$ cat config.mk
export PLATFORM = sky130hd
export DESIGN_NAME = fpa_mul
export DESIGN_NICKNAME = d
export VERILOG_FILES = /design/src/sv/fpa_dly.sv /design/src/sv/fpa_mul.sv
export SDC_FILE = /design/constraint.sdc
export NUM_CORES = 2
export LEC_CHECK = 0
export BUFFER_PORTS_ARGS = -buffer_cell sky130_fd_sc_hd__buf_2
export CORE_MARGIN = 4
export CORE_UTILIZATION = 45
export DETAILED_ROUTE_END_ITERATION = 10
export GPL_TIMING_DRIVEN = 0
export SLEW_MARGIN = 25
export SYNTH_ARGS = -nofsm -noshare
export SYNTH_HDL_FRONTEND = slang
export SYNTH_HIERARCHICAL = 1
export SYNTH_SLANG_ARGS = --single-unit
$ cat constraint.sdc
create_clock -name clk -period 9.2 [get_ports clk]
set_input_delay 1.84 -clock clk [delete_from_list [all_inputs] [get_ports clk]]
set_output_delay 1.84 -clock clk [all_outputs]
set_load 0.01 [all_outputs]
$ cat src/sv/fpa_dly.sv
// Enabled delay line that carries a result to the end of the pipeline.
module fpa_dly #(
    parameter int W = 1,
    parameter int N = 1
) (
    input  logic         clk,
    input  logic [N-1:0] en,
    input  logic [W-1:0] d,
    output logic [W-1:0] q
);

    logic [W-1:0] pipe_reg [N];

    // One register per stage, each loading when its stage advances.
    for (genvar i = 0; i < N; i++) begin : g_stage
        if (i == 0) begin : g_first
            always_ff @(posedge clk)
            begin
                if (en[i])
                begin
                    pipe_reg[i] <= d;
                end
            end
        end else begin : g_next
            always_ff @(posedge clk)
            begin
                if (en[i])
                begin
                    pipe_reg[i] <= pipe_reg[i-1];
                end
            end
        end
    end

    assign q = pipe_reg[N-1];

endmodule

$ cat src/sv/fpa_mul.sv
// Two-stage signed multiply with the product scaled back by the fraction bits.
module fpa_mul #(
    parameter int FRACTION_BITS = 8,
    parameter int NS = 11
) (
    input  logic        clk,
    input  logic [NS:1] en,
    input  logic [31:0] a,
    input  logic [31:0] b,
    output logic [31:0] res
);

    logic signed [63:0] prod_reg;
    logic [31:0]        res2_reg;

    // Full product, then the arithmetic shift that drops the fraction bits.
    always_ff @(posedge clk)
    begin
        if (en[1])
        begin
            prod_reg <= $signed(a) * $signed(b);
        end
        if (en[2])
        begin
            res2_reg <= prod_reg[FRACTION_BITS +: 32];
        end
    end

    fpa_dly #(.W(32), .N(NS - 2)) u_dly (
        .clk (clk),
        .en  (en[NS:3]),
        .d   (res2_reg),
        .q   (res)
    );

endmodule

Word level (Yosys, flattened, before mapping). Memories as Yosys holds them, arrays and structs flattened. Index checks and enable logic that the tools add are counted.

Div/mod/pow operators: 0. Reductions and logical operators: 0. Multiply operators: 1. Bitwise gates (word level): 0. Add/subtract/negate cells: 0. $lt $le $gt $ge: 0. Multiplexer cells: 18. Shifts and indexed selects: 0. Eq/ne operators: 0.

Operator list (number): 32-bit by 32-bit multiplier with 40-bit output (1); 1-bit 2-to-1 mux (18).

Latch bits: 0. Memory bits (read-only): 0. Memories kept: 1. Output and inout bits: 32. Bits of input ports: 76. Bits in writable memories: 288. Word-level logic and storage cells: 22. Flip-flop bits (word level): 72.

Memory list: u_dly.pipe_reg (words 9, width 32, rd ports 9, clocked after memory_dff 0, wr ports 9, line fpa_dly.sv:12) `logic [W-1:0] pipe_reg [N];`.

Logic depth before layout (Yosys ltp).
Depth in word-level cells: 2. Gate-level depth with buffers: 28. Gate-level depth less buffers: 27.

Modules after synthesis. The synthesis kept the hierarchy.

By module, submodules not included: fpa_mul (cells each 2630, seq. area each 1921.8 µm², area an instance 25134.1 µm², instances 1); fpa_dly (cells each 320, seq. area each 8648.3 µm², area an instance 8888.5 µm², instances 1).

Worst setup path before layout. OpenSTA, ideal clock, no wires.

Path kind: input-to-reg. From: input a[12]. To: register prod_reg[39], data pin. Library setup time: 0.258 ns. Data required time: 8.942 ns. Buffers on the path: 2. Stages on the path: 25. Setup slack: 0.599 ns. Data arrival time: 8.343 ns. Cell sequence: clkbuf_1 -> clkbuf_1 -> nand2_1 -> fa_1 -> inv_1 -> fa_1 -> inv_1 -> fa_1 -> fa_1 -> inv_1 -> fa_1 -> inv_1 -> fa_1 -> fa_1 -> fa_1 -> inv_1 -> ha_1 -> a21o_1 -> a221o_1 -> a21oi_1 -> o22ai_1 -> o2111ai_2 -> a21boi_1 -> a221o_1 -> xnor2_1.

Longest elaborated chain between the ends: 1.

RTL lines: from (decl) (line fpa_mul.sv:8) `input logic [31:0] a,`; 32-bit by 32-bit multiplier with 40-bit output (line fpa_mul.sv:21) `prod_reg <= $signed(a) * $signed(b);`; to (signal assigned) (line fpa_mul.sv:21); to (decl) (line fpa_mul.sv:13) `logic signed [63:0] prod_reg;`.

Every way passes these cells. A chain may end at the register's enable or synchronous reset.

Worst setup path in the final report.
From: input b[4]. To: register prod_reg[33], data pin.

Longest elaborated chain between the ends: 1.

RTL lines: from (decl) (line fpa_mul.sv:9) `input logic [31:0] b,`; 32-bit by 32-bit multiplier with 40-bit output (line fpa_mul.sv:21).

Every way passes these cells.

==> flow_metrics.py <==
metrics = {
    "run_status": {
        "outcome": "complete, no violations",
    },
    "routing": {
        "drt_iter0_markers": 1596,
        "first_pass_iters": 5,
        "via_count": 21000,
        "routed_wl_um": 98900,
        "wl_per_cell_um": 24.2,
        "ant_nets": 0,
        "viasPerCell": 5.15,
        "drc": 0,
    },
    "global_routing": {
        "grt_pass1_wl_um": 149000,
        "grt_max_degree": 33,
        "grt_pass1_vias": 23500,
        "antenna_found_initial": 8,
        "overflow": 0,
        "track_usage": 0.251,
    },
    "min_path": {
        "min_to": "u_dly/pipe_reg[0][216]",
        "worstHoldStart": "u_dly/pipe_reg[0][184]",
        "hold_class": "register to register",
        "hold_depth": 0,
    },
    "cts": {
        "clock_path_buffers": 3,
        "ctsHoldBuffers": 0,
        "cts_root_buf": "clkbuf_16",
        "path_clk_slew_ns": 0.07,
        "clk_latency_ns": 0.53,
        "cts_buffers": 28,
        "cts_tree": "built",
        "cts.sinks": 352,
        "htreeDepth": 1,
    },
    "timing": {
        "finalSetupViolations": 0,
        "max_freq_mhz": 111,
        "drv_slew": 0,
        "rsz0062_at_grt": "false",
        "hold_viol_final": 0,
        "finClkSkew_ns": 0.00978,
        "setup_slack_ns": 0.154,
        "period_needed_ns": 9.05,
        "tightest_slew_ns": 1.13,
        "setup_tns_ns": 0,
        "finalCritPeriodShare": 0.983,
        "maxSlewHeadroom": 0.247,
    },
    "finish": {
        "fin_area_um2": 36800,
        "layout-drive-gt1-share": 0.0832,
        "largest_register_ffs": 288,
        "n_fill_cell": 6795,
        "nNetsFinal": 3953,
        "syn2layout_area_growth_pct": 8.15,
    },
    "yosys": {
        "synth_seq_area_share": 0.311,
        "synthTopCellsByCount": "697 x inv_1, 642 x fa_1, 435 x and2_1",
        "ys.flop_type": "edfxtp_1",
        "synthArstFlopShare": 0,
        "synth-edff-count": 352,
        "syn_area_um2": 34000,
        "syn_nets": 3823,
        "ys_top_cells_by_area": "fa_1 38%, edfxtp_1 31%, and2_1 8.0%",
        "syn_inst": 2950,
        "ys_ff_latch": 352,
        "yosysUniqueCellTypes": 46,
        "avgSynthCellArea_um2": 11.5,
        "synth_area_leader_cell": "fa_1",
        "ys_warn_count": 6,
        "netlist.area_leader.share": 0.378,
        "synth.most_common_cell": "inv_1",
    },
    "critical_path": {
        "crit_path_max_fanout": 10,
        "critical_path_required_ns": 9.53,
        "r2r_start": "prod_reg[8]",
        "rrSetupSlack_ns": 8.56,
        "reg2reg_depth": 0,
        "endpoint_kind": "register",
        "cp-start-kind": "primary input",
        "arrival_ns": 9.38,
        "rr_endpoint": "res2_reg[0]",
        "worstSetupPathType": "primary input to register",
    },
    "job": {
        "maxCapViolCount": 0,
    },
    "floorplan": {
        "num_rows": 100,
        "die_w_um": 283,
        "dieArea_um2": 80100,
        "start_util": 0.455,
        "io_pins": 108,
        "die_h_um": 283,
        "coreArea_um2": 74700,
    },
    "place": {
        "post-place-ws_ns": -1.48,
        "routabilityCongestion": 0.967,
        "place_hpwl_um": 80200,
        "portBuffers": 102,
        "post_dp_cell_area_um2": 35800,
    },
}
[worst max-delay path by stage]
| stage | end | startpoint | cells after the start |
|---|---|---|---|
| after CTS | prod_reg[33] | a[10] | 26 |
| after global placement | prod_reg[37] | a[10] | 25 |
| after global routing | prod_reg[39] | b[13] | 22 |
| final | prod_reg[33] | b[4] | 25 |
| after floorplan | prod_reg[39] | a[12] | 25 |
| after detailed placement | prod_reg[37] | a[11] | 25 |
[worst max-delay path, cell delays in order]
cell and delay (ns):
buf_2 0.27, clkbuf_8 0.28, nand2_1 0.09, fa_1 0.55, inv_1 0.07, fa_1 0.49, fa_1 0.51, inv_1 0.08
fa_1 0.54, inv_1 0.06, fa_1 0.49, inv_1 0.05, fa_1 0.55, fa_1 0.47, fa_1 0.61, inv_1 0.07
ha_1 0.33, a21o_1 0.19, a221o_1 0.39, a21oi_2 0.27, o22ai_4 0.14, nor4_1 0.31, o21bai_1 0.20, a2111o_1 0.41
o311ai_1 0.10
[layout make-up]
type,instances,area [um^2],share of cell area
antenna,16,40.0,0.00109
buffer,158,872,0.0237
clock buffer,35,727,0.0198
clock inverter,16,86.3,0.00235
inverter,697,2620,0.0711
multi-input combinational,1738,20100,0.547
sequential,352,10600,0.287
tap,969,1210,0.0330
timing repair buffer,105,543,0.0148
[layout by cell type, fill, tap and decap left out, types with 12 or more instances in the layout]
cell and n:
clkbuf_2 51, inv_1 697, edfxtp_1 352, diode_2 16, xor2_1 19, fa_1 642
buf_2 108, xnor2_1 63, a21oi_1 20, nand2_1 314, clkbuf_1 56, and2_1 435
clkbuf_16 28, ha_1 155, clkbuf_4 12, nor2_1 15, buf_4 36
[timing repair]
| action | 4_1_cts | 5_1_grt |
|---|---|---|
| buffers inserted | 0 | 1 |
| pin swaps | 0 | 1 |
| endpoints found under the setup margin | 15 | 10 |
| resized for setup | 59 | 85 |
[kinds of logic (layout without fill, tap and decap cells)]
group                      after synthesis  in the layout  synth area share
AOI/OAI and AO/OA                       62             62            0.0128
xor gates and xnor gates                82             82            0.0211
adders and majority gates              797            797             0.435
buffers and inverters                  860           1011            0.0984
DFF                                    352            352             0.311
other                                    0             16                 0
and+or+nand+nor                        797            797             0.122
[per-stage QoR]
stage / hold WS, ns / util / instances
2_1_floorplan: 0.400 / - / 2950
3_3_place_gp: 0.401 / 0.479 / 4021
3_5_place_dp: 0.405 / 0.479 / 4023
4_1_cts: 0.414 / 0.491 / 4070
5_1_grt: 0.421 / 0.492 / 4070
6_report: 0.412 / 0.493 / 4086
[routing by layer]
layer	global-route usage	vias to the layer above	routed length, um
met5	0	-	67
met1	0.348	10900	40500
met2	0.407	975	46200
li1	-	8962	-
met3	0.0395	166	8220
met4	0.0868	2	3830
Power is not shown: default switching activity piles up to over one toggle a cycle in this logic, so the estimate is an artifact.
