<file path="src/sv/fpa_pkg.sv">
// Shared types and constants of the fixed-point ALU.
package fpa_pkg;

    // Operation selector codes.
    localparam logic [4:0] KIND_ADD = 5'd0;
    localparam logic [4:0] KIND_SUB = 5'd1;
    localparam logic [4:0] KIND_MUL = 5'd2;
    localparam logic [4:0] KIND_DIV = 5'd3;
    localparam logic [4:0] KIND_GT  = 5'd4;
    localparam logic [4:0] KIND_LT  = 5'd5;
    localparam logic [4:0] KIND_GE  = 5'd6;
    localparam logic [4:0] KIND_LE  = 5'd7;
    localparam logic [4:0] KIND_EQ  = 5'd8;
    localparam logic [4:0] KIND_NE  = 5'd9;
    localparam logic [4:0] KIND_MIN = 5'd10;
    localparam logic [4:0] KIND_MAX = 5'd11;
    localparam logic [4:0] KIND_INC = 5'd12;
    localparam logic [4:0] KIND_DEC = 5'd13;
    localparam logic [4:0] KIND_I2X = 5'd14;
    localparam logic [4:0] KIND_X2I = 5'd15;
    localparam logic [4:0] KIND_F2X = 5'd16;
    localparam logic [4:0] KIND_X2F = 5'd17;

    // Error codes.
    localparam logic [1:0] ERR_NONE     = 2'd0;
    localparam logic [1:0] ERR_DIV_ZERO = 2'd1;
    localparam logic [1:0] ERR_RANGE    = 2'd2;

    // Saturation limits of a 32-bit signed word.
    localparam logic [31:0] WORD_MAX = 32'h7FFF_FFFF;
    localparam logic [31:0] WORD_MIN = 32'h8000_0000;

    // Request and response payloads.
    typedef struct packed {
        logic [4:0]  kind;
        logic [31:0] operand_a;
        logic [31:0] operand_b;
    } fpa_req_t;

    typedef struct packed {
        logic [31:0] result_word;
        logic        compare_true;
        logic [1:0]  error_code;
    } fpa_rsp_t;

    // Float conversion results handed to the output stage.
    typedef struct packed {
        logic [31:0] from_res;
        logic [1:0]  from_err;
        logic [31:0] to_res;
    } fpa_flt_t;

endpackage

</file>
<file path="src/sv/fpa_dly.sv">
// Enabled delay line that carries a result to the end of the pipeline.
module fpa_dly #(
    parameter int W = 1,
    parameter int N = 1
) (
    input  logic         clk,
    input  logic [N-1:0] en,
    input  logic [W-1:0] d,
    output logic [W-1:0] q
);

    logic [W-1:0] pipe_reg [N];

    // One register per stage, each loading when its stage advances.
    for (genvar i = 0; i < N; i++) begin : g_stage
        if (i == 0) begin : g_first
            always_ff @(posedge clk)
            begin
                if (en[i])
                begin
                    pipe_reg[i] <= d;
                end
            end
        end else begin : g_next
            always_ff @(posedge clk)
            begin
                if (en[i])
                begin
                    pipe_reg[i] <= pipe_reg[i-1];
                end
            end
        end
    end

    assign q = pipe_reg[N-1];

endmodule

</file>
<file path="src/sv/fpa_flt.sv">
// Conversions between fixed point and IEEE single precision.
module fpa_flt #(
    parameter int FRACTION_BITS = 8,
    parameter int NS = 11
) (
    input  logic                clk,
    input  logic [NS:1]         en,
    input  logic [31:0]         a,
    output fpa_pkg::fpa_flt_t   res
);
    import fpa_pkg::*;

    // Float to fixed, stage one: field decode and classification.
    logic [7:0]        f_exp;
    logic [23:0]       f_sig;
    logic signed [9:0] f_sh;
    logic              f1_neg_reg;
    logic              f1_spec_reg;
    logic              f1_nan_reg;
    logic              f1_big_reg;
    logic              f1_tiny_reg;
    logic [23:0]       f1_sig_reg;
    logic signed [9:0] f1_sh_reg;

    always_comb
    begin
        f_exp = (a[30:23] == 8'd0) ? 8'd1 : a[30:23];
        f_sig = {(a[30:23] != 8'd0), a[22:0]};
        f_sh  = $signed({2'b00, f_exp}) - 10'sd150 + 10'(FRACTION_BITS);
    end

    always_ff @(posedge clk)
    begin
        if (en[1])
        begin
            f1_neg_reg  <= a[31];
            f1_spec_reg <= (a[30:23] == 8'hFF);
            f1_nan_reg  <= (a[22:0] != 23'd0);
            f1_big_reg  <= (f_sig != 24'd0) && (f_sh > 10'sd31);
            f1_tiny_reg <= (f_sig == 24'd0) || (f_sh < -10'sd25);
            f1_sig_reg  <= f_sig;
            f1_sh_reg   <= f_sh;
        end
    end

    // Stage two: scale the significand, rounding half away from zero.
    logic [55:0] f_mag;
    logic        f2_neg_reg;
    logic        f2_spec_reg;
    logic        f2_nan_reg;
    logic        f2_big_reg;
    logic [55:0] f2_mag_reg;

    always_comb
    begin
        logic [4:0] rs;
        rs = 5'(-f1_sh_reg);
        if (f1_tiny_reg)
        begin
            f_mag = '0;
        end
        else if (!f1_sh_reg[9])
        begin
            f_mag = 56'(f1_sig_reg) << f1_sh_reg[4:0];
        end
        else
        begin
            f_mag = (56'(f1_sig_reg) + (56'd1 << (rs - 5'd1))) >> rs;
        end
    end

    always_ff @(posedge clk)
    begin
        if (en[2])
        begin
            f2_neg_reg  <= f1_neg_reg;
            f2_spec_reg <= f1_spec_reg;
            f2_nan_reg  <= f1_nan_reg;
            f2_big_reg  <= f1_big_reg;
            f2_mag_reg  <= f_mag;
        end
    end

    // Stage three: signed saturation into a 32-bit word.
    logic [31:0] f_res;
    logic [1:0]  f_err;
    logic [31:0] f3_res_reg;
    logic [1:0]  f3_err_reg;

    always_comb
    begin
        f_err = ERR_NONE;
        if (f2_spec_reg)
        begin
            f_err = ERR_RANGE;
            f_res = f2_nan_reg ? 32'd0 : (f2_neg_reg ? WORD_MIN : WORD_MAX);
        end
        else if (f2_big_reg)
        begin
            f_err = ERR_RANGE;
            f_res = f2_neg_reg ? WORD_MIN : WORD_MAX;
        end
        else if (!f2_neg_reg)
        begin
            if (f2_mag_reg > 56'(WORD_MAX))
            begin
                f_err = ERR_RANGE;
                f_res = WORD_MAX;
            end
            else
            begin
                f_res = f2_mag_reg[31:0];
            end
        end
        else
        begin
            if (f2_mag_reg > 56'(WORD_MIN))
            begin
                f_err = ERR_RANGE;
                f_res = WORD_MIN;
            end
            else
            begin
                f_res = 32'd0 - f2_mag_reg[31:0];
            end
        end
    end

    always_ff @(posedge clk)
    begin
        if (en[3])
        begin
            f3_res_reg <= f_res;
            f3_err_reg <= f_err;
        end
    end

    // Fixed to float, stage one: sign and magnitude.
    logic        t1_sign_reg;
    logic [31:0] t1_mag_reg;

    always_ff @(posedge clk)
    begin
        if (en[1])
        begin
            t1_sign_reg <= a[31];
            t1_mag_reg  <= a[31] ? (32'd0 - a) : a;
        end
    end

    // Stage two: position of the leading one.
    logic [4:0]  t_msb;
    logic        t2_sign_reg;
    logic        t2_zero_reg;
    logic [4:0]  t2_msb_reg;
    logic [31:0] t2_mag_reg;

    always_comb
    begin
        t_msb = '0;
        for (int i = 0; i < 32; i++)
        begin
            if (t1_mag_reg[i])
            begin
                t_msb = 5'(i);
            end
        end
    end

    always_ff @(posedge clk)
    begin
        if (en[2])
        begin
            t2_sign_reg <= t1_sign_reg;
            t2_zero_reg <= (t1_mag_reg == 32'd0);
            t2_msb_reg  <= t_msb;
            t2_mag_reg  <= t1_mag_reg;
        end
    end

    // Stage three: align to 24 bits and decide round to nearest even.
    logic [23:0] t_mant;
    logic        t_rnd;
    logic        t3_sign_reg;
    logic        t3_zero_reg;
    logic [4:0]  t3_msb_reg;
    logic [23:0] t3_mant_reg;
    logic        t3_rnd_reg;

    always_comb
    begin
        logic [4:0]  r;
        logic [31:0] rem;
        logic [31:0] half;
        r = t2_msb_reg - 5'd23;
        rem = t2_mag_reg & ((32'd1 << r) - 32'd1);
        half = 32'd1 << (r - 5'd1);
        if (t2_msb_reg > 5'd23)
        begin
            t_mant = 24'(t2_mag_reg >> r);
            t_rnd  = (rem > half) || ((rem == half) && t_mant[0]);
        end
        else
        begin
            t_mant = 24'(t2_mag_reg << (5'd23 - t2_msb_reg));
            t_rnd  = 1'b0;
        end
    end

    always_ff @(posedge clk)
    begin
        if (en[3])
        begin
            t3_sign_reg <= t2_sign_reg;
            t3_zero_reg <= t2_zero_reg;
            t3_msb_reg  <= t2_msb_reg;
            t3_mant_reg <= t_mant;
            t3_rnd_reg  <= t_rnd;
        end
    end

    // Stage four: apply rounding, renormalize on carry and pack.
    logic [24:0] t_sum;
    logic [5:0]  t_pos;
    logic [7:0]  t_exp;
    logic [31:0] t_res;
    fpa_flt_t    s4_reg;

    always_comb
    begin
        t_sum = {1'b0, t3_mant_reg} + 25'(t3_rnd_reg);
        t_pos = {1'b0, t3_msb_reg} + 6'(t_sum[24]);
        t_exp = 8'(9'(t_pos) + 9'd127 - 9'(FRACTION_BITS));
        if (t3_zero_reg)
        begin
            t_res = '0;
        end
        else
        begin
            t_res = {t3_sign_reg, t_exp, (t_sum[24] ? t_sum[23:1] : t_sum[22:0])};
        end
    end

    always_ff @(posedge clk)
    begin
        if (en[4])
        begin
            s4_reg.from_res <= f3_res_reg;
            s4_reg.from_err <= f3_err_reg;
            s4_reg.to_res   <= t_res;
        end
    end

    fpa_dly #(.W($bits(fpa_flt_t)), .N(NS - 4)) u_dly (
        .clk (clk),
        .en  (en[NS:5]),
        .d   (s4_reg),
        .q   (res)
    );

endmodule

</file>
<file path="config.mk">
export PLATFORM = sky130hd
export DESIGN_NAME = fpa_flt
export DESIGN_NICKNAME = d
export VERILOG_FILES = /design/src/sv/fpa_pkg.sv /design/src/sv/fpa_dly.sv /design/src/sv/fpa_flt.sv
export SDC_FILE = /design/constraint.sdc
export NUM_CORES = 1
export LEC_CHECK = 0
export BUFFER_PORTS_ARGS = -buffer_cell sky130_fd_sc_hd__buf_2
export CAP_MARGIN = 30
export CORE_ASPECT_RATIO = 1.25
export CORE_MARGIN = 8
export CORE_UTILIZATION = 25
export DETAILED_ROUTE_END_ITERATION = 10
export GPL_ROUTABILITY_DRIVEN = 0
export PLACE_DENSITY_LB_ADDON = 0.3
export SETUP_SLACK_MARGIN = 0.3
export SLEW_MARGIN = 20
export SYNTH_ARGS = -nofsm -noshare
export SYNTH_HDL_FRONTEND = slang
export SYNTH_SLANG_ARGS = --single-unit
</file>
<file path="constraint.sdc">
create_clock -name clk -period 6.41 [get_ports clk]
set_input_delay 0.9615 -clock clk [delete_from_list [all_inputs] [get_ports clk]]
set_output_delay 0.9615 -clock clk [all_outputs]
set_load 0.01 [all_outputs]
</file>
# Yosys cells after proc, flatten, opt, wreduce, memory -nomap -nowiden
# Memory sizes are Yosys's and may differ from the RTL's.
# Cells that the tools add are included.
[word_totals]
ff_bits = 301
mem_bits_rw = 462
in_bits = 44
word_cells = 137
out_inout_bits = 66
mem_count = 1
[memory_table]
columns = ["memory", "words", "width", "read_ports", "rd_ports_with_merged_regs", "wr", "line", "source"]
rows = [
  ["u_dly.pipe_reg", 7, 66, 7, 0, 7, "fpa_dly.sv:12", "logic [W-1:0] pipe_reg [N];"],
]
[op_classes]
eq_ne = 2
n_reduce_logical = 15
mux = 59
shifts = 7
n_bitwise = 1
magnitude_cmp = 6
add_sub_neg = 15
[op_table]
columns = ["cell", "n"]
rows = [
  ["2-to-1 mux 32 bit", 7],
  ["2-to-1 mux 5 bit", 14],
  ["left shift 1 x 5 -> 32 bit, first input constant", 2],
  ["subtractor 1 x 32 -> 32 bit, first input constant", 2],
  ["adder 24 x 56 -> 56 bit", 1],
  ["greater-than comparator 56 x 31 -> 1 bit, second input constant", 1],
  ["greater-than comparator 56 x 32 -> 1 bit, second input constant", 1],
  ["2-to-1 mux 56 bit", 1],
  ["left shift 1 x 5 -> 56 bit, first input constant", 1],
  ["left shift 24 x 5 -> 56 bit", 1],
  [">> shifter 56 x 5 -> 56 bit", 1],
  ["AND 32 bit", 1],
  ["== test 32 bit", 1],
  ["greater-than comparator 32 bit", 1],
  ["logical NOT 32 bit", 1],
  ["2-to-1 mux 4 bit", 8],
  ["left shift 32 x 5 -> 24 bit", 1],
  [">> shifter 32 x 5 -> 24 bit", 1],
  ["subtractor 32 x 1 -> 32 bit, second input constant", 1],
  ["2-to-1 mux 31 bit", 1],
  ["adder 24 x 1 -> 25 bit", 1],
  ["logical NOT 24 bit", 1],
  ["2-to-1 mux 24 bit", 1],
  ["nonzero test 24 bit", 1],
  ["27 further kinds", 53],
]

# Longest topological paths before layout
[logic_depth]
word_depth = 30
depth_mapped = 27
ltp_nobuf = 22

# Cells and area by module
# From an unflattened synthesis, not the netlist that was laid out.
[hier_totals]
cells_unflattened = 2888
hier_area_um2 = 36057.1
[modules_own_cells]
columns = ["module", "area_per_inst_um2", "cells_each", "seq_area_each_um2", "n_inst"]
rows = [
  ["fpa_flt", 22183.8, 2426, 8798.4, 1],
  ["fpa_dly", 13873.3, 462, 13873.3, 1],
]

# Least setup slack after synthesis
# OpenSTA, ideal clock, no wires.
[synth_timing]
kind = "register -> register"
startpoint = "reg f1_sh_reg[0]"
endpoint = "reg f2_mag_reg[10] (data pin)"
required_ps = 6236
arrival_time_ps = 6735
period_less_slack_ps = 6910
path_stages_with_launch = 27
path_slack_ps = -500
setup_time_ps = 174
n_path_buf = 7
path_cell_list = "edfxtp_1 -> clkbuf_1 -> buf_1 -> inv_1 -> buf_1 -> clkbuf_1 -> ha_1 -> ha_1 -> inv_1 -> clkbuf_1 -> buf_1 -> ha_1 -> clkbuf_1 -> nand2_1 -> nor2_1 -> ha_1 -> fa_1 -> a21o_1 -> a221oi_1 -> o22ai_1 -> o21ai_0 -> mux2_2 -> a211oi_1 -> nor2_1 -> a211oi_1 -> o211ai_1 -> a311oi_1"
[synth_via]
elab_chain_len = 6
elab_cells_between_ends = 7
classes_between = "add/sub: 3; shift: 3; mux: 1"
[synth_lines]
columns = ["element", "line", "source"]
rows = [
  ["start, declared", "fpa_flt.sv:23", "logic signed [9:0] f1_sh_reg;"],
  ["start signal, assigned", "fpa_flt.sv:42", "f1_sh_reg <= f_sh;"],
  ["negator 5 bit", "fpa_flt.sv:57", "rs = 5'(-f1_sh_reg);"],
  ["subtractor 5 x 1 -> 5 bit", "fpa_flt.sv:68", "f_mag = (56'(f1_sig_reg) + (56'd1 << (rs - 5'd1))) >> rs;"],
  ["left shift 1 x 5 -> 56 bit", "fpa_flt.sv:68", ""],
  ["adder 24 x 56 -> 56 bit", "fpa_flt.sv:68", ""],
  [">> shifter 56 x 5 -> 56 bit", "fpa_flt.sv:68", ""],
  ["2-to-1 mux 56 bit *", "fpa_flt.sv:62", "else if (!f1_sh_reg[9])"],
  ["end signal, assigned", "fpa_flt.sv:80", "f2_mag_reg <= f_mag;"],
  ["end, declared", "fpa_flt.sv:52", "logic [55:0] f2_mag_reg;"],
]
# Every way passes the cells marked *; elsewhere a longest branch is shown, timed or not.
# A chain may end at the register's enable or synchronous reset.

# Final worst setup path
[layout_timing]
startpoint = "reg f1_sh_reg[1]"
endpoint = "reg f2_mag_reg[4] (data pin)"
# Same word-level chain as after synthesis.

==> flow_summary.rst <==
.. list-table::
   :header-rows: 1

   * - Metric
     - Value
   * - Tightest Pin Transition
     - 1.027 ns
   * - Setup repair after global routing missed its margin
     - no
   * - Startpoint type of the worst setup path
     - flop
   * - Setup violators final
     - 0
   * - Grt total ovfl
     - 0
   * - Portion of the post-synthesis area used by sequential elements
     - 0.6262
   * - Die ar.
     - 0.1559 mm2
   * - WP data required
     - 6.96 ns
   * - Number of cells in the finished layout apart from fillers
     - 4,932
   * - Count of warnings emitted by yosys
     - 0
   * - Detail-routed net length per standard cell
     - 17.50 um
   * - Synthesized instance count
     - 2,894
   * - Biggest cell delay along the critical path
     - 0.79 ns
   * - Number of global-route vias before repair
     - 22,120
   * - Multi-input gate area in the final layout
     - 0.01264 mm2
   * - Overall via count from detail_route
     - 23,270
   * - Max Clock Freq
     - 0.1746 GHz
   * - Reg-to-Reg End
     - f2_mag_reg[4]$_SDFFCE_PP0P_
   * - Number of post-CTS setup repair buffers
     - 0
   * - Final TNS setup
     - 0 ns
   * - Average vias per placed instance
     - 4.718
   * - Drt first pass iters
     - 6
   * - Number of top-level design ports
     - 110
   * - Number of standard-cell rows in the floorplan
     - 155
   * - H-tree Lvls
     - 3
   * - Die extent in y
     - 439.5 um
   * - Initial standard-cell utilization of the core
     - 0.2516
   * - Area taken by flip-flops and latches
     - 0.02246 mm2
   * - Worst hold path cell count
     - 0
   * - Maximum clock path buffer count
     - 3
   * - Count of input and output buffers
     - 108
   * - Max-slew headroom at the worst pin
     - 0.3155
   * - Flip-flop count of the largest register, all copies and words added
     - 455
   * - Worst VDD drop
     - 192.9 uV
   * - Area growth syn-to-layout
     - 15.04%
   * - Antenna-violating nets left
     - 0
   * - Family with the most delay on the worst path
     - compound AO/OA/AOI/OAI gates
   * - Global-route wire length before repair
     - 131,500 um
   * - Clock Root Buffer
     - sky130_fd_sc_hd__clkbuf_16
   * - Clock-pin slew reported for the worst setup and hold paths after clock tree synthesis
     - 0.06 ns
   * - Crit-path max FO
     - 8
   * - Number of antenna violations at the first check in global routing
     - 3
   * - Gr usage total
     - 0.1054
   * - Total standard cell area after synthesis
     - 0.03587 mm2
   * - Hold Startpoint
     - s4_reg[65]$_DFFE_PP_
   * - Cell mode on critical path
     - sky130_fd_sc_hd__ha_1
   * - Clock sinks
     - 748
   * - Slowest stage cell, crit path
     - sky130_fd_sc_hd__o21ai_0
   * - Post-synthesis net count
     - 3,021
   * - Setup clock skew after layout
     - 0.07654 ns
   * - DRC violation total after the first TritonRoute iteration
     - 1,926
   * - Hold path endpoint
     - u_dly.pipe_reg[0][65]$_DFFE_PP_
   * - Areal power density over the cells
     - 304.9 mW/mm2
   * - Maximum number of pins on one net before global-route repair
     - 78
   * - Placed insts
     - 4,795
   * - Final std cell area, no fill
     - 0.04126 mm2
   * - Async SR Flop Fraction
     - 0
   * - Source of the worst register-to-register timing path
     - f1_sh_reg[1]$_DFFE_PP_
   * - Max-capacitance violation count
     - 0
   * - Area of the placeable core
     - 0.1425 mm2
   * - CTS tree
     - done
   * - Type of the tightest min-delay check
     - flop to flop
   * - Horizontal die dimension
     - 354.8 um
   * - Static leakage
     - 14.26 nW
   * - Reg2reg setup slack
     - 0.68 ns
   * - Primary flip-flop cell chosen by synthesis mapping
     - sky130_fd_sc_hd__edfxtp_1
   * - #FFs+latches synth
     - 748
   * - Detailed-route wire length
     - 86,330 um
   * - Fin. max-slew vios
     - 0
   * - Timing startpoint of the critical path
     - f1_sh_reg[1]$_DFFE_PP_
   * - Share of the clock period used by the worst path
     - 0.8934
   * - Final HPWL from detailed placement
     - 63,200 um
   * - Count of nets after finishing
     - 3,120
   * - Number of buffers added by the clock tree synthesis step
     - 79
   * - Post-placement cell area
     - 0.03865 mm2
   * - Post-synth EDFFs
     - 748
   * - Arrival time of the worst setup path
     - 6.28 ns
   * - Quantity of hold-fixing buffers added after cts
     - 0
   * - Reg2reg path depth
     - 18
   * - Hold violation count in the final report
     - 0
   * - Critical Path Stages
     - 18
   * - Average cell area after synthesis
     - 12.39 um2
   * - Number of remaining DRC errors
     - 0
   * - Shortest clock period the worst path allows after layout
     - 5.727 ns
   * - Clock insertion delay at the later pin of the skew report
     - 0.68 ns
   * - CP bufs+invs
     - 1
   * - Result of the run
     - completed
   * - Critical path start-end classification
     - flop to flop
   * - Critical Path Sink Type
     - flop
   * - Filler instances
     - 14,600
   * - Critical path, cell by cell
     - inv_1 > ha_1 > ha_1 > nor2_1 > xnor2_1 > or3_1 > nand3_1 > nor2_1 > ha_1 > nand4_1 > o21ai_0 > o21ai_0 > o211ai_1 > o21ba_2 > a211oi_1 > o32ai_1 > nor3_1 > o31a_1
   * - Share of layout cells above drive strength 1
     - 0.1228
   * - Number of distinct library cells after synthesis
     - 91
[report_power, final]
part           internal, mW  switching [mW]
clock                  2.61            1.85
combinational         0.741            1.35
sequential             5.81           0.219
total                  9.17            3.41
[cells by family after synthesis]
| group | after synthesis | synth area share |
|---|---|---|
| compound gates | 688 | 0.1227 |
| xor+xnor | 98 | 0.02393 |
| fa+ha+maj | 83 | 0.02916 |
| buf+inv | 206 | 0.02215 |
| flops | 748 | 0.6262 |
| mux | 159 | 0.05728 |
| other cells | 1 | 0.0001045 |
| simple gates | 911 | 0.1185 |
[worst register-to-register path, delay by kind of cell, from the launching register on]
| kind | cells | cell delay, ns |
|---|---|---|
| simple gates | 6 | 1.60 |
| flops | 1 | 0.40 |
| xor+xnor | 1 | 0.09 |
| fa+ha+maj | 3 | 1.03 |
| buf+inv | 1 | 0.21 |
| compound gates | 7 | 2.29 |
[layout by cell type (no fill, tap or decap), types with 17 or more instances in the layout]
cell type / n
sky130_fd_sc_hd__or3_1: 20
sky130_fd_sc_hd__clkinv_1: 17
sky130_fd_sc_hd__nor2b_1: 27
sky130_fd_sc_hd__nor3_1: 57
sky130_fd_sc_hd__nor4_1: 22
sky130_fd_sc_hd__a211oi_1: 48
sky130_fd_sc_hd__mux2_2: 30
sky130_fd_sc_hd__nor2_1: 285
sky130_fd_sc_hd__o21a_1: 26
sky130_fd_sc_hd__o31ai_1: 27
sky130_fd_sc_hd__o22ai_1: 47
sky130_fd_sc_hd__clkbuf_1: 18
sky130_fd_sc_hd__buf_2: 107
sky130_fd_sc_hd__nand2_1: 277
sky130_fd_sc_hd__nand4_1: 31
sky130_fd_sc_hd__clkbuf_16: 79
sky130_fd_sc_hd__mux2i_1: 95
sky130_fd_sc_hd__ha_1: 82
sky130_fd_sc_hd__xnor2_1: 68
sky130_fd_sc_hd__a31oi_1: 33
sky130_fd_sc_hd__mux4_2: 34
sky130_fd_sc_hd__edfxtp_1: 748
sky130_fd_sc_hd__nand2b_1: 25
sky130_fd_sc_hd__o21ai_0: 161
sky130_fd_sc_hd__o211ai_1: 21
sky130_fd_sc_hd__xor2_1: 29
sky130_fd_sc_hd__nand3_1: 68
sky130_fd_sc_hd__inv_1: 50
sky130_fd_sc_hd__a21oi_1: 167
sky130_fd_sc_hd__and2_1: 35
sky130_fd_sc_hd__buf_4: 62
[how the worst max path moves through the flow]
stage               slack [ns]                            to
finish                    0.68   f2_mag_reg[4]$_SDFFCE_PP0P_
global route              0.35   f2_mag_reg[4]$_SDFFCE_PP0P_
CTS                       0.49   f2_mag_reg[4]$_SDFFCE_PP0P_
detailed placement        0.49   f2_mag_reg[4]$_SDFFCE_PP0P_
global placement          0.52   f2_mag_reg[4]$_SDFFCE_PP0P_
floorplan                 0.33  f2_mag_reg[10]$_SDFFCE_PP0P_
[routing by layer]
metal,global-route usage,vias to the layer above,wire (um)
met5,0,-,0
met4,0.05283,0,4232
met3,0.01877,221,5224
met2,0.1651,778,38310
met1,0.1401,11020,38570
li1,-,11250,-
[synthesized netlist by cell type (all sizes together) (13+ instances only)]
library cell,number,area (um2)
nor4,23,158.9
nand2b,25,156.4
mux2i,95,950.9
a31oi,33,206.5
or3,25,181.4
nor3,57,285.3
o22ai,47,294.0
and3,16,100.1
mux4,34,765.7
and2,35,219.0
buf,28,126.4
o21a,26,195.2
inv,51,191.4
clkbuf,124,465.5
nand2,278,1051
o211ai,21,157.7
xor2,29,254.0
o21ai,171,855.8
xnor2,69,604.3
nand4,31,193.9
ha,82,1026
a21o,15,112.6
or2,13,81.33
edfxtp,748,22460
o31ai,27,202.7
mux2,30,337.8
nor2b,27,168.9
a211oi,48,360.4
nor2,288,1107
a21oi,168,840.8
nand3,70,360.3
[cell type report]
cell class	count	share of cell area
clock buffer	97	0.04955
multi-input combinational	1940	0.3063
antenna	3	0.0001819
inverter	54	0.004912
clock inverter	36	0.01268
sequential	748	0.5444
tap	1884	0.05713
timing repair buffer	170	0.02493
[metrics by stage]
stage	util	power, mW	worst slack (ns)	hold slack, ns
6_report	0.2895	12.58	0.6831	0.3901
2_1_floorplan	-	7.418	0.3340	0.4003
5_1_grt	0.2894	13.14	0.3479	0.4125
4_1_cts	0.2891	12.73	0.4928	0.3976
3_3_place_gp	0.2711	8.182	0.5194	0.4035
3_5_place_dp	0.2711	8.188	0.4922	0.4045
[what timing repair did]
item	4_1_cts	5_1_grt
setup endpoints to repair	0	14
gates resized for setup	0	5
hold endpoints to repair	0	0
Power figures use the tool's default switching activity.
