==> config.mk <==
export PLATFORM = sky130hd
export DESIGN_NAME = fpa_basic
export DESIGN_NICKNAME = d
export VERILOG_FILES = /design/src/sv/fpa_pkg.sv /design/src/sv/fpa_dly.sv /design/src/sv/fpa_basic.sv
export SDC_FILE = /design/constraint.sdc
export NUM_CORES = 1
export LEC_CHECK = 0
export BUFFER_PORTS_ARGS = -buffer_cell sky130_fd_sc_hd__buf_2
export CORE_ASPECT_RATIO = 0.75
export CORE_UTILIZATION = 60
export CTS_CLUSTER_SIZE = 28
export DETAILED_ROUTE_END_ITERATION = 8
export PLACE_DENSITY = 0.79
export SLEW_MARGIN = 40
export SYNTH_ARGS = -nofsm -noshare
export SYNTH_HDL_FRONTEND = slang
export SYNTH_SLANG_ARGS = --single-unit
==> constraint.sdc <==
create_clock -name clk -period 6.8 [get_ports clk]
set_input_delay 1.02 -clock clk [delete_from_list [all_inputs] [get_ports clk]]
set_output_delay 1.02 -clock clk [all_outputs]
set_load 0.05 [all_outputs]
==> src/sv/fpa_pkg.sv <==
// Shared types and constants of the fixed-point ALU.
package fpa_pkg;

    // Operation selector codes.
    localparam logic [4:0] KIND_ADD = 5'd0;
    localparam logic [4:0] KIND_SUB = 5'd1;
    localparam logic [4:0] KIND_MUL = 5'd2;
    localparam logic [4:0] KIND_DIV = 5'd3;
    localparam logic [4:0] KIND_GT  = 5'd4;
    localparam logic [4:0] KIND_LT  = 5'd5;
    localparam logic [4:0] KIND_GE  = 5'd6;
    localparam logic [4:0] KIND_LE  = 5'd7;
    localparam logic [4:0] KIND_EQ  = 5'd8;
    localparam logic [4:0] KIND_NE  = 5'd9;
    localparam logic [4:0] KIND_MIN = 5'd10;
    localparam logic [4:0] KIND_MAX = 5'd11;
    localparam logic [4:0] KIND_INC = 5'd12;
    localparam logic [4:0] KIND_DEC = 5'd13;
    localparam logic [4:0] KIND_I2X = 5'd14;
    localparam logic [4:0] KIND_X2I = 5'd15;
    localparam logic [4:0] KIND_F2X = 5'd16;
    localparam logic [4:0] KIND_X2F = 5'd17;

    // Error codes.
    localparam logic [1:0] ERR_NONE     = 2'd0;
    localparam logic [1:0] ERR_DIV_ZERO = 2'd1;
    localparam logic [1:0] ERR_RANGE    = 2'd2;

    // Saturation limits of a 32-bit signed word.
    localparam logic [31:0] WORD_MAX = 32'h7FFF_FFFF;
    localparam logic [31:0] WORD_MIN = 32'h8000_0000;

    // Request and response payloads.
    typedef struct packed {
        logic [4:0]  kind;
        logic [31:0] operand_a;
        logic [31:0] operand_b;
    } fpa_req_t;

    typedef struct packed {
        logic [31:0] result_word;
        logic        compare_true;
        logic [1:0]  error_code;
    } fpa_rsp_t;

    // Float conversion results handed to the output stage.
    typedef struct packed {
        logic [31:0] from_res;
        logic [1:0]  from_err;
        logic [31:0] to_res;
    } fpa_flt_t;

endpackage

==> src/sv/fpa_dly.sv <==
// Enabled delay line that carries a result to the end of the pipeline.
module fpa_dly #(
    parameter int W = 1,
    parameter int N = 1
) (
    input  logic         clk,
    input  logic [N-1:0] en,
    input  logic [W-1:0] d,
    output logic [W-1:0] q
);

    logic [W-1:0] pipe_reg [N];

    // One register per stage, each loading when its stage advances.
    for (genvar i = 0; i < N; i++) begin : g_stage
        if (i == 0) begin : g_first
            always_ff @(posedge clk)
            begin
                if (en[i])
                begin
                    pipe_reg[i] <= d;
                end
            end
        end else begin : g_next
            always_ff @(posedge clk)
            begin
                if (en[i])
                begin
                    pipe_reg[i] <= pipe_reg[i-1];
                end
            end
        end
    end

    assign q = pipe_reg[N-1];

endmodule

==> src/sv/fpa_basic.sv <==
// Add, subtract, compare, min, max, increment, decrement and integer conversions.
module fpa_basic #(
    parameter int FRACTION_BITS = 8,
    parameter int NS = 11
) (
    input  logic        clk,
    input  logic [NS:1] en,
    input  logic [4:0]  kind,
    input  logic [31:0] a,
    input  logic [31:0] b,
    output logic [31:0] res,
    output logic        cmp
);
    import fpa_pkg::*;

    logic        lt;
    logic        eq;
    logic [31:0] res1_next;
    logic        cmp1_next;
    logic [31:0] res1_reg;
    logic        cmp1_reg;

    // Combinational operations, registered when the first stage is enabled.
    always_comb
    begin
        lt = $signed(a) < $signed(b);
        eq = (a == b);
        res1_next = '0;
        cmp1_next = 1'b0;
        case (kind)
            KIND_ADD: res1_next = a + b;
            KIND_SUB: res1_next = a - b;
            KIND_GT:  cmp1_next = !lt && !eq;
            KIND_LT:  cmp1_next = lt;
            KIND_GE:  cmp1_next = !lt;
            KIND_LE:  cmp1_next = lt || eq;
            KIND_EQ:  cmp1_next = eq;
            KIND_NE:  cmp1_next = !eq;
            KIND_MIN: res1_next = lt ? a : b;
            KIND_MAX: res1_next = (!lt && !eq) ? a : b;
            KIND_INC: res1_next = a + 32'd1;
            KIND_DEC: res1_next = a - 32'd1;
            KIND_I2X: res1_next = a << FRACTION_BITS;
            KIND_X2I: res1_next = 32'($signed(a) >>> FRACTION_BITS);
            default:  res1_next = '0;
        endcase
    end

    always_ff @(posedge clk)
    begin
        if (en[1])
        begin
            res1_reg <= res1_next;
            cmp1_reg <= cmp1_next;
        end
    end

    // Carry the result to the output stage.
    fpa_dly #(.W(33), .N(NS - 1)) u_dly (
        .clk (clk),
        .en  (en[NS:2]),
        .d   ({res1_reg, cmp1_reg}),
        .q   ({res, cmp})
    );

endmodule

Yosys cells after proc, flatten, opt, wreduce, memory -nomap -nowiden
Memories as Yosys holds them, arrays and structs flattened.
Cells that the tools add are included.
- add/sub/neg operators: 4
- order comparisons: 1
- equal/unequal tests: 14
- muxes and demuxes: 24
- reduce and logical (&&, ||, !) cells: 5
- operators with widths (cell ; count):
    $pmux W32 S8 ; 1
    $mux W32 ; 2
    $eq A5 B4 Y1 const B ; 8
    $add A32 B1 Y32 const B ; 1
    $add A32 B32 Y32 ; 1
    $eq A32 B32 Y1 ; 1
    $lt A32 B32 Y1 ; 1
    $sub A32 B1 Y32 const B ; 1
    $sub A32 B32 Y32 ; 1
    $eq A5 B3 Y1 const B ; 4
    $mux W1 ; 20
    $pmux W1 S6 ; 1
    $eq A5 B1 Y1 const B ; 1
    $logic_not A5 Y1 ; 1
    $logic_not A1 Y1 ; 2
    $logic_and A1 B1 Y1 ; 1
    $logic_or A1 B1 Y1 ; 1
- flip-flop bits (word level): 33
- memory bits (writable): 330
- input port bits: 81
- output and inout port bits: 33
- memories kept: 1
- memories (memory ; words ; width ; read ports ; clocked after Yosys merged registers in ; write ports ; line ; source):
    u_dly.pipe_reg ; 10 ; 33 ; 10 ; 0 ; 10 ; fpa_dly.sv:12 ; logic [W-1:0] pipe_reg [N];

Logic depth before layout (Yosys ltp)
Gate-level depths: netlist (run 1).
- depth after elaboration: 5
- mapped depth: 19
- gate-level depth less buffers: 19

Modules after synthesis
A second synthesis (run 1) with hierarchy kept.
- cell total of the unflattened synthesis: 1252
- area total of the unflattened synthesis: 16504.6 µm²
- modules (own cells, without submodules) (module ; instances ; cells an instance ; area each (µm²)):
    fpa_dly ; 1 ; 330 ; 9909.5
    fpa_basic ; 1 ; 922 ; 6595.1

Worst setup path after synthesis (run 1)
Ideal clock, no wire load.
- path kind: input-to-reg
- start: input b[8]
- end: register res1_reg[22], data pin
- library setup time: 0.265 ns
- arrival time: 4.383 ns
- data required time: 6.535 ns
- setup slack: 2.152 ns
- cell stages on the path: 17
- buffers on the path: 1
- cell sequence: or4_4 nor2_2 and2_0 nor2b_1 xnor2_1 a21oi_1 ha_1 clkbuf_1 nand3_1 nand2b_1 nor3b_1 a211oi_1 o21ai_0 a31oi_1 xor2_1 o21ai_0 or3_1
- longest elaborated chain between the ends: 5
- ends and longest elaborated chain (element ; line ; source):
    from (decl) ; fpa_basic.sv:10 ; input logic [31:0] b,
    $lt A32 B32 Y1 / $eq A32 B32 Y1 (equally long branches) ; fpa_basic.sv:26, fpa_basic.sv:27 ;
    $logic_not A1 Y1 ; fpa_basic.sv:40 ; KIND_MAX: res1_next = (!lt && !eq) ? a : b;
    $logic_and A1 B1 Y1 ; fpa_basic.sv:40 ;
    $mux W32 ; fpa_basic.sv:40 ;
    $pmux W32 S8 (*) ; fpa_basic.sv:30 ; case (kind)
    named net res1_next[22] ; fpa_basic.sv:18 ; logic [31:0] res1_next;
    to (signal assigned) ; fpa_basic.sv:53 ; res1_reg <= res1_next;
    to (decl) ; fpa_basic.sv:20 ; logic [31:0] res1_reg;
Mark *: on every way through the listed nets, which the timed path passes. The rest lies on a longest branch.
A chain may end at the register's enable or synchronous reset.

Worst setup path in the final report (run 1)
- start: input b[1]
- end: register res1_reg[22], data pin
The elaborated chain is that of the path after synthesis.

==> impl_metrics.ini, run 1 <==
[place]
dp_hpwl_um = 29100
gp_congestion = 0.990
port_buffers = 113

[global_routing]
first_global_vias = 10904
gr-total-overflow = 0
antenna_found_initial = 1
grt_use_total_pct = 30.1
grt_max_degree = 63
grt_pass1_wl_um = 65200

[sta]
drv_slew = 0
rsz0062_at_grt = no
fin_crit_ns = 5.06
finalSetupViolCount = 0
post-route-period-util_pct = 74.4
relSlewSlack_pct = 46.0
fin_worst_skew_ns = 0.0192
hold_violations = 0
max_freq_mhz = 198
setup_tns_ns = 0
tightest_slew_ns = 0.800
hold_ws_ns = 0.406

[worst_setup_path]
crit_required_ns = 7.10
cpMaxStageDelayCell = a211oi_1
worstPathCellList = buf_2, inv_1, ha_1, nand2_1, nor4_1, and3_1, xnor2_1, a21oi_1, ha_1, nand3_1, nand2b_1, nor3_1, a211oi_1, o21ai_0, a31oi_1, xor2_1, o21ai_0, or3_1
worst-r2r-cell-count = 0
cp.arrival_ns = 5.36
end_kind = flop
startpoint_type = input port
cp_slowest_stage_delay_ns = 0.58
ff2ff_setup_slack_ns = 6.05
reg2reg_from = res1_reg[27]$_DFFE_PP_
worst-path-max-fanout = 8
worstSetupPathType = in -> reg
r2r_end = u_dly.pipe_reg[0][28]$_DFFE_PP_

[cts]
cts_made_buffers = 31
cts-resized-gates = 0
postCtsHoldBufs = 0
post_cts_buffers = 0
clock-sinks = 363
clk_pin_slew_ns = 0.07
ctsLongestPathBuffers = 3
htree_levels = 1
insertion_delay_ns = 0.55
cts_root_buf = clkbuf_16
cts_tree = built

[floorplan]
start_util_pct = 61.9
die_area_um2 = 28800
ios = 114
die-width_um = 196
die_height_um = 147
rows = 52
coreArea_um2 = 27300

[drt]
final_antenna_net_count = 0
drc = 0
vias = 11368
drt_first_pass_iters = 7
drt_wl_total_um = 43000
drtIter0Drc = 1581
viasPerCell = 6.52
wl_per_cell_um = 24.7

[flow_run]
maxCapViolCount = 0

[logic_synthesis]
avgSynthCellArea_um2 = 13.4
synthArstFlopShare_pct = 0
synth-main-ff-cell = edfxtp_1
synth_area_leaders = edfxtp_1 65%, ha_1 4.7%, a21oi_1 3.3%
yosysMostFrequentCell = edfxtp_1
synth_common_cells = 363 x edfxtp_1, 111 x a21oi_1, 81 x nor2_1
yosys_warnings = 0
syn_inst = 1263
synth_enable_flop_cells = 363
synth_top_area_cell = edfxtp_1
synth_seq_cells = 363
yosysSeqAreaShare_pct = 64.6
yosysTopAreaCellShare_pct = 64.6
synth_nets = 1410
netlist_area_um2 = 16900
synth.distinct_cells = 77

[pwr]
clkPwrFrac_pct = 33.4
vdd_ir_drop_max_mv = 0.211
powerDensity_nw_per_um2 = 277
internal-power_mw = 3.80
power_frac_comb_pct = 14.8
swShare_pct = 26.3
power.total_mw = 5.16
power.switching_mw = 1.36
seq_power_share_pct = 51.8
p_leak_nw = 6.87

[cells_and_area]
drive_gt1_share_pct = 14.2
largest_reg_flops = 330
nNetsFinal = 1514
syn_to_final_growth_pct = 10.7
nFillCells = 1820

[worst_hold_path]
min_path_cells = 0
holdCritStartpoint = u_dly.pipe_reg[3][13]$_DFFE_PP_
hold_class = reg -> reg
whs_endpoint = u_dly.pipe_reg[4][13]$_DFFE_PP_

[outcome]
status = finished, final reports clean
## stage by stage
step                      area [µm²]  utilization, %  instances  worst slack [ns]
final                          18700            68.4       1744              1.74
after global routing           18700            68.4       1744              1.41
after CTS                      18600            68.4       1743              1.76
after detailed placement       17700            64.8       1685              1.19
after global placement         17700            64.8       1685              1.18
after floorplan                16900               -       1263              2.15
## worst max-delay path: cells and delay by family
kind / cells / cell delay [ns]
and+or+nand+nor: 7 / 1.79
AOI/OAI and AO/OA: 5 / 1.36
adders and majority gates: 2 / 0.63
xor gates and xnor gates: 2 / 0.29
buffers and inverters: 2 / 0.26
## cell usage in the layout (no fill, tap or decap), types with 4 or more instances in the layout
cell type,instances
edfxtp_1,363
a21oi_1,111
buf_2,111
nor2_1,80
nand2_1,70
ha_1,64
o21ai_0,62
xnor2_1,58
inv_1,53
mux2i_1,35
clkbuf_16,31
nand3_1,22
a21o_1,21
xor2_1,20
nor3_1,19
a31oi_1,17
a222oi_1,16
o221ai_1,16
buf_4,12
nand2b_1,11
a211oi_1,11
a221oi_1,11
o211ai_1,10
o31ai_1,10
nand4_1,9
o21bai_1,8
o22ai_1,8
or3_1,7
o21a_1,7
nor2b_1,6
and2_1,6
clkinv_1,6
clkinvlp_4,6
and3_1,5
o21ai_1,5
clkinv_2,5
nor4_1,4
o2111ai_1,4
a22oi_1,4
## routing by layer
layer	global-route usage [%]	part of all wire, %
met1	45.1	43
met2	46.2	44
met3	3.54	9.9
met4	9.69	3.5
met5	0	0
## final cells by class
class,count,area (µm²),share of cell area [%]
diodes,1,2.50,0.0134
inverters,53,199,1.07
well taps,351,439,2.35
multi-input cells,795,5480,29.4
flip-flops and latches,363,10900,58.4
repair buffers,123,646,3.46
clock inverters,25,205,1.10
clock buffers,33,783,4.20
## cell families after synthesis
logic type                 share of synthesized area (%)
DFF                                                 64.6
AOI/OAI and AO/OA                                   13.4
and+or+nand+nor                                     7.81
buffers and inverters                               2.95
xor gates and xnor gates                            4.05
adders and majority gates                           4.99
muxes                                               2.14
## how the worst max path moves through the flow
stage               from                endpoint  slack [ns]  cells past startpoint
global placement    b[8]  res1_reg[22]$_DFFE_PP_        1.18                     17
detailed placement  b[2]  res1_reg[22]$_DFFE_PP_        1.19                     17
global route        b[2]  res1_reg[22]$_DFFE_PP_        1.41                     17
CTS                 b[1]  res1_reg[22]$_DFFE_PP_        1.76                     18
finish              b[1]  res1_reg[22]$_DFFE_PP_        1.74                     18
floorplan           b[8]  res1_reg[22]$_DFFE_PP_        2.15                     17
## power groups by stage
stage	clock [mW]	sequential [mW]	combinational (mW)
after global routing	1.83	2.69	0.811
after CTS	1.75	2.68	0.739
after global placement	0	2.70	0.725
after detailed placement	0	2.72	0.726
final	1.72	2.68	0.763
after floorplan	0	2.73	0.447
Power figures use the tool's default switching activity.
==> run 2, diff against run 1 <==
ABC_AREA = 1   (was default)
CORE_UTILIZATION = 55   (was 60)
PLACE_DENSITY = 0.76   (was 0.79)
clock period = 4.5 ns   (was 6.8 ns; I/O delays follow)
==> impl_metrics.ini, run 2 <==
[outcome]
status = finished, final reports clean

[sta]
rsz0062_at_grt = no
finalSetupViolCount = 0
tightest_slew_ns = 0.798
hold_ws_ns = 0.413
hold_violations = 0
fin_worst_skew_ns = 0.0159
max_freq_mhz = 244
fin_crit_ns = 4.11
fin_ws_ns = 0.394
drv_slew = 0
post-route-period-util_pct = 91.2
relSlewSlack_pct = 46.8

[cts]
postCtsHoldBufs = 0
cts_made_buffers = 29
insertion_delay_ns = 0.56
cts-resized-gates = 0
cts_tree = built
post_cts_buffers = 0
htree_levels = 1
clk_pin_slew_ns = 0.07
clock-sinks = 363
ctsLongestPathBuffers = 3
cts_root_buf = clkbuf_16

[worst_setup_path]
end_kind = flop
cpMaxStageDelayCell = ha_1
startpoint_type = input port
worst-path-max-fanout = 5
cp.arrival_ns = 4.40
reg2reg_from = res1_reg[29]$_DFFE_PP_
ff2ff_setup_slack_ns = 3.73
crit_family = simple AND/OR/NAND/NOR gates
cp_slowest_stage_delay_ns = 0.37
r2r_end = u_dly.pipe_reg[0][30]$_DFFE_PP_
worstSetupPathType = in -> reg
worst-r2r-cell-count = 0
cp_num_buf_inv = 4
crit_required_ns = 4.80
worstSetupPathDepth = 26

[floorplan]
die-width_um = 212
ios = 114
die_area_um2 = 33800
rows = 57
die_height_um = 159
start_util_pct = 56.0
coreArea_um2 = 32400

[pwr]
power.total_mw = 7.81
p_leak_nw = 8.67
powerDensity_nw_per_um2 = 383
vdd_ir_drop_max_mv = 0.277

[logic_synthesis]
yosysSeqAreaShare_pct = 60.0
synth_top_family_by_area = simple AND/OR/NAND/NOR gates
synth_area_leaders = edfxtp_1 60%, nand2_1 9.8%, nand3_1 5.2%
yosysTopAreaCellShare_pct = 60.0
syn_inst = 1838
synthAdderAreaFrac_pct = 4.63
yosysMostFrequentCell = nand2_1
synth_common_cells = 473 x nand2_1, 363 x edfxtp_1, 230 x inv_1
synthSimpleGateAreaFrac_pct = 21.4
yosys_warnings = 0
synthArstFlopShare_pct = 0
synth_nets = 1985
synth-compound-area-share_pct = 7.63
synth_xor_area_share_pct = 0.578
synth.distinct_cells = 45
avgSynthCellArea_um2 = 9.89
synth_seq_cells = 363
netlist_area_um2 = 18200
synth-main-ff-cell = edfxtp_1
synth_enable_flop_cells = 363
synth_top_area_cell = edfxtp_1
synthMuxAreaShare_pct = 0

[drt]
drt_wl_total_um = 51700
viasPerCell = 5.79
vias = 14210
wl_per_cell_um = 21.1
drc = 0
drtIter0Drc = 1881
final_antenna_net_count = 0
drt_first_pass_iters = 8

[worst_hold_path]
whs_endpoint = u_dly.pipe_reg[3][20]$_DFFE_PP_
hold_class = reg -> reg
min_path_cells = 0
holdCritStartpoint = u_dly.pipe_reg[2][20]$_DFFE_PP_

[cells_and_area]
stdcell_area_um2 = 20400
drive_gt1_share_pct = 12.1
final_cell_mix = 473 x nand2_1, 363 x edfxtp_1, 230 x inv_1
syn_to_final_growth_pct = 12.0
nNetsFinal = 2135
largest_reg_flops = 330
final_common_cell = nand2_1
final_core_util_pct = 62.7
nFillCells = 2620

[global_routing]
grt_use_total_pct = 31.0
gr-total-overflow = 0
grt_pass1_wl_um = 78100
grt_max_degree = 39
first_global_vias = 13257
antenna_found_initial = 2

[place]
gp_congestion = 0.983
dp_hpwl_um = 38500
port_buffers = 113
dp_slack_ns = -0.0159
dpl-instance-area_um2 = 19400

[flow_run]
maxCapViolCount = 0
-- run 2: power breakdown --
group          internal, mW  switching, mW  leakage [nW]
clock                  1.36           1.17         0.460
combinational         0.345          0.888          4.66
sequential             3.97         0.0651          3.55
-- run 2: final cells by class --
cell class / instances / area, µm² / area share (%)
Inverter: 232 / 871 / 4.28
Antenna cell: 1 / 2.50 / 0.0123
Timing Repair Buffer: 148 / 863 / 4.24
Clock inverter: 23 / 205 / 1.01
Sequential cell: 363 / 10900 / 53.5
Tap cell: 442 / 553 / 2.72
Clock buffer: 31 / 733 / 3.60
Multi-Input combinational cell: 1214 / 6230 / 30.6
-- run 2: per-layer routing --
| layer | track usage, % | part of all wire, % | vias to the layer above |
|---|---|---|---|
| met5 | 0 | 0.043 | - |
| met1 | 46.3 | 44 | 6594 |
| met3 | 5.82 | 10 | 134 |
| met4 | 8.66 | 3.2 | 4 |
| li1 | - | - | 6597 |
| met2 | 46.2 | 43 | 881 |
-- run 2: kinds of logic (layout without fill, tap and decap cells) --
family,Yosys count,in the layout
other,0,1
AOI/OAI and AO/OA,227,227
and+or+nand+nor,909,909
xor gates and xnor gates,12,12
buffers and inverters,261,434
adders and majority gates,66,66
DFF,363,363
-- run 2: worst max-delay path by stage --
stage | startpoint | end | slack [ns]
floorplan | b[1] | res1_reg[31]$_DFFE_PP_ | 0.75
global placement | b[0] | res1_reg[28]$_DFFE_PP_ | -0.03
detailed placement | b[0] | res1_reg[28]$_DFFE_PP_ | -0.02
CTS | b[0] | res1_reg[28]$_DFFE_PP_ | 0.54
global route | b[1] | res1_reg[28]$_DFFE_PP_ | 0.11
finish | b[0] | res1_reg[28]$_DFFE_PP_ | 0.39
-- run 2: stage by stage --
stage / setup TNS [ns] / std cells
after detailed placement: -0.0159 / 2398
after floorplan: 0 / 1838
final: 0 / 2454
after CTS: 0 / 2452
after global placement: -0.0325 / 2398
after global routing: 0 / 2453
==> run 3, diff against run 2 <==
==> constraint.sdc (replaced) <==
create_clock -name clk -period 4.5 [get_ports clk]
set_input_delay 0.225 -clock clk [delete_from_list [all_inputs] [get_ports clk]]
set_output_delay 0.225 -clock clk [all_outputs]
set_load 0.05 [all_outputs]
==> impl_metrics.ini, run 3 (synthesized netlist as in run 2, its figures left out) <==
[cts]
cts_tree = built
htree_levels = 1
cts_made_buffers = 30
clock-sinks = 363
ctsLongestPathBuffers = 3
cts_root_buf = clkbuf_16
insertion_delay_ns = 0.58
clk_pin_slew_ns = 0.08

[pwr]
p_leak_nw = 8.63
vdd_ir_drop_max_mv = 0.341
powerDensity_nw_per_um2 = 392
power.switching_mw = 2.20
swShare_pct = 27.6
power_frac_comb_pct = 15.3
internal-power_mw = 5.78
seq_power_share_pct = 50.7
clkPwrFrac_pct = 34.0

[drt]
viasPerCell = 5.83
drc = 0
drtIter0Drc = 2053
drt_wl_total_um = 53500
vias = 14233
drt_first_pass_iters = 6
wl_per_cell_um = 21.9
final_antenna_net_count = 0

[place]
gp_congestion = 1.01
placed_cells = 2385
dpl-instance-area_um2 = 19300
dp_slack_ns = 0.109
dp_hpwl_um = 39100
port_buffers = 113

[worst_setup_path]
r2r_end = u_dly.pipe_reg[0][22]$_DFFE_PP_
cpMaxStageDelayCell = dlygate4sd3_1
worst_path_most_repeated_cell = nand2_1
worst-r2r-cell-count = 0
startpoint_type = input port
crit_required_ns = 4.80
cp_slowest_stage_delay_ns = 0.54
worstSetupPathType = in -> reg
ff2ff_setup_slack_ns = 3.69
worst-path-max-fanout = 6
cp.arrival_ns = 4.68
reg2reg_from = res1_reg[21]$_DFFE_PP_
end_kind = flop

[floorplan]
die_area_um2 = 33800
die-width_um = 212
ios = 114
coreArea_um2 = 32400
rows = 57
die_height_um = 159
start_util_pct = 56.0

[global_routing]
first_global_vias = 13359
grt_pass1_wl_um = 80700
gr-total-overflow = 0
grt_use_total_pct = 32.2
antenna_found_initial = 1
grt_max_degree = 39

[cells_and_area]
nNetsFinal = 2123
stdcell_area_um2 = 20400
final_common_cell = nand2_1
stdcell_count = 2441
final_cell_mix = 472 x nand2_1, 363 x edfxtp_1, 230 x inv_1
largest_reg_flops = 330
syn_to_final_growth_pct = 12.1
drive_gt1_share_pct = 11.9
nFillCells = 2663

[sta]
tightest_slew_ns = 0.818
fin_crit_ns = 4.38
hold_violations = 0
fin_ws_ns = 0.124
post-route-period-util_pct = 97.3
setup_tns_ns = 0
finalSetupViolCount = 0
fin_worst_skew_ns = 0.0210
max_freq_mhz = 229
drv_slew = 0
relSlewSlack_pct = 45.5
hold_ws_ns = 0.0789

[worst_hold_path]
holdCritStartpoint = b[0]
min_path_cells = 3
hold_class = in -> reg
whs_endpoint = res1_reg[0]$_DFFE_PP_

[flow_run]
maxCapViolCount = 0

[outcome]
status = finished, final reports clean
[run 3: cell count changes in the layout (fill, tap and decap cells not counted), moves of 2 or more]
cell	delta
nor3_1	-3
nor2_1	-3
buf_4	-11
nor2_2	+2
nor3_2	+2
clkbuf_1	+2
clkinv_2	-4
[run 3: final cells by class]
cell class              count  area, µm²  share of cell area [%]
flip-flops and latches    363      10900                    53.5
diodes                      1       2.50                  0.0123
repair buffers            135        751                    3.69
clock buffers              34        766                    3.76
inverters                 232        871                    4.28
multi-input cells        1214       6280                    30.8
well taps                 442        553                    2.72
clock inverters            20        245                    1.20
[run 3: metal layers]
| layer | vias to the layer above | global-route usage (%) | wire, µm |
|---|---|---|---|
| li1 | 6567 | - | - |
| met4 | 0 | 9.85 | 1800 |
| met5 | - | 0 | 0 |
| met2 | 861 | 47.5 | 23000 |
| met1 | 6653 | 48.0 | 22800 |
| met3 | 152 | 6.45 | 5970 |
[run 3: power by group through the flow]
stage	clock [mW]	combinational, mW	sequential, mW
3_5_place_dp	0	1.17	4.11
5_1_grt	2.87	1.33	4.06
4_1_cts	2.74	1.18	4.05
2_1_floorplan	0	0.706	4.13
6_report	2.71	1.22	4.05
3_3_place_gp	0	1.16	4.10
[run 3: worst max-delay path, delay by kind of cell]
kind	cells	cell delay, ns
adders and majority gates	2	0.61
buffers and inverters	7	1.19
and+or+nand+nor	20	2.66
[run 3: how the worst max path moves through the flow]
stage                                   to  from  slack (ns)  cells past startpoint
global route        res1_reg[26]$_DFFE_PP_  b[1]       -0.07                     29
finish              res1_reg[25]$_DFFE_PP_  b[1]        0.12                     29
floorplan           res1_reg[31]$_DFFE_PP_  b[1]        1.20                     23
detailed placement  res1_reg[25]$_DFFE_PP_  b[1]        0.11                     27
CTS                 res1_reg[25]$_DFFE_PP_  b[1]        0.11                     28
global placement    res1_reg[25]$_DFFE_PP_  b[1]        0.13                     27
[run 3: through the flow]
step | total power, mW | utilization (%)
4_1_cts | 7.98 | 62.6
2_1_floorplan | 4.84 | -
5_1_grt | 8.25 | 62.8
3_5_place_dp | 5.28 | 59.4
3_3_place_gp | 5.25 | 59.4
6_report | 7.98 | 62.8
[run 3: what timing repair did]
item | 4_1_cts | 5_1_grt
resized for setup | 0 | 13
endpoints found under the hold margin | 1 | 0
setup endpoints to repair | 0 | 7
buffers inserted | 0 | 0
hold buffers | 1 | 0
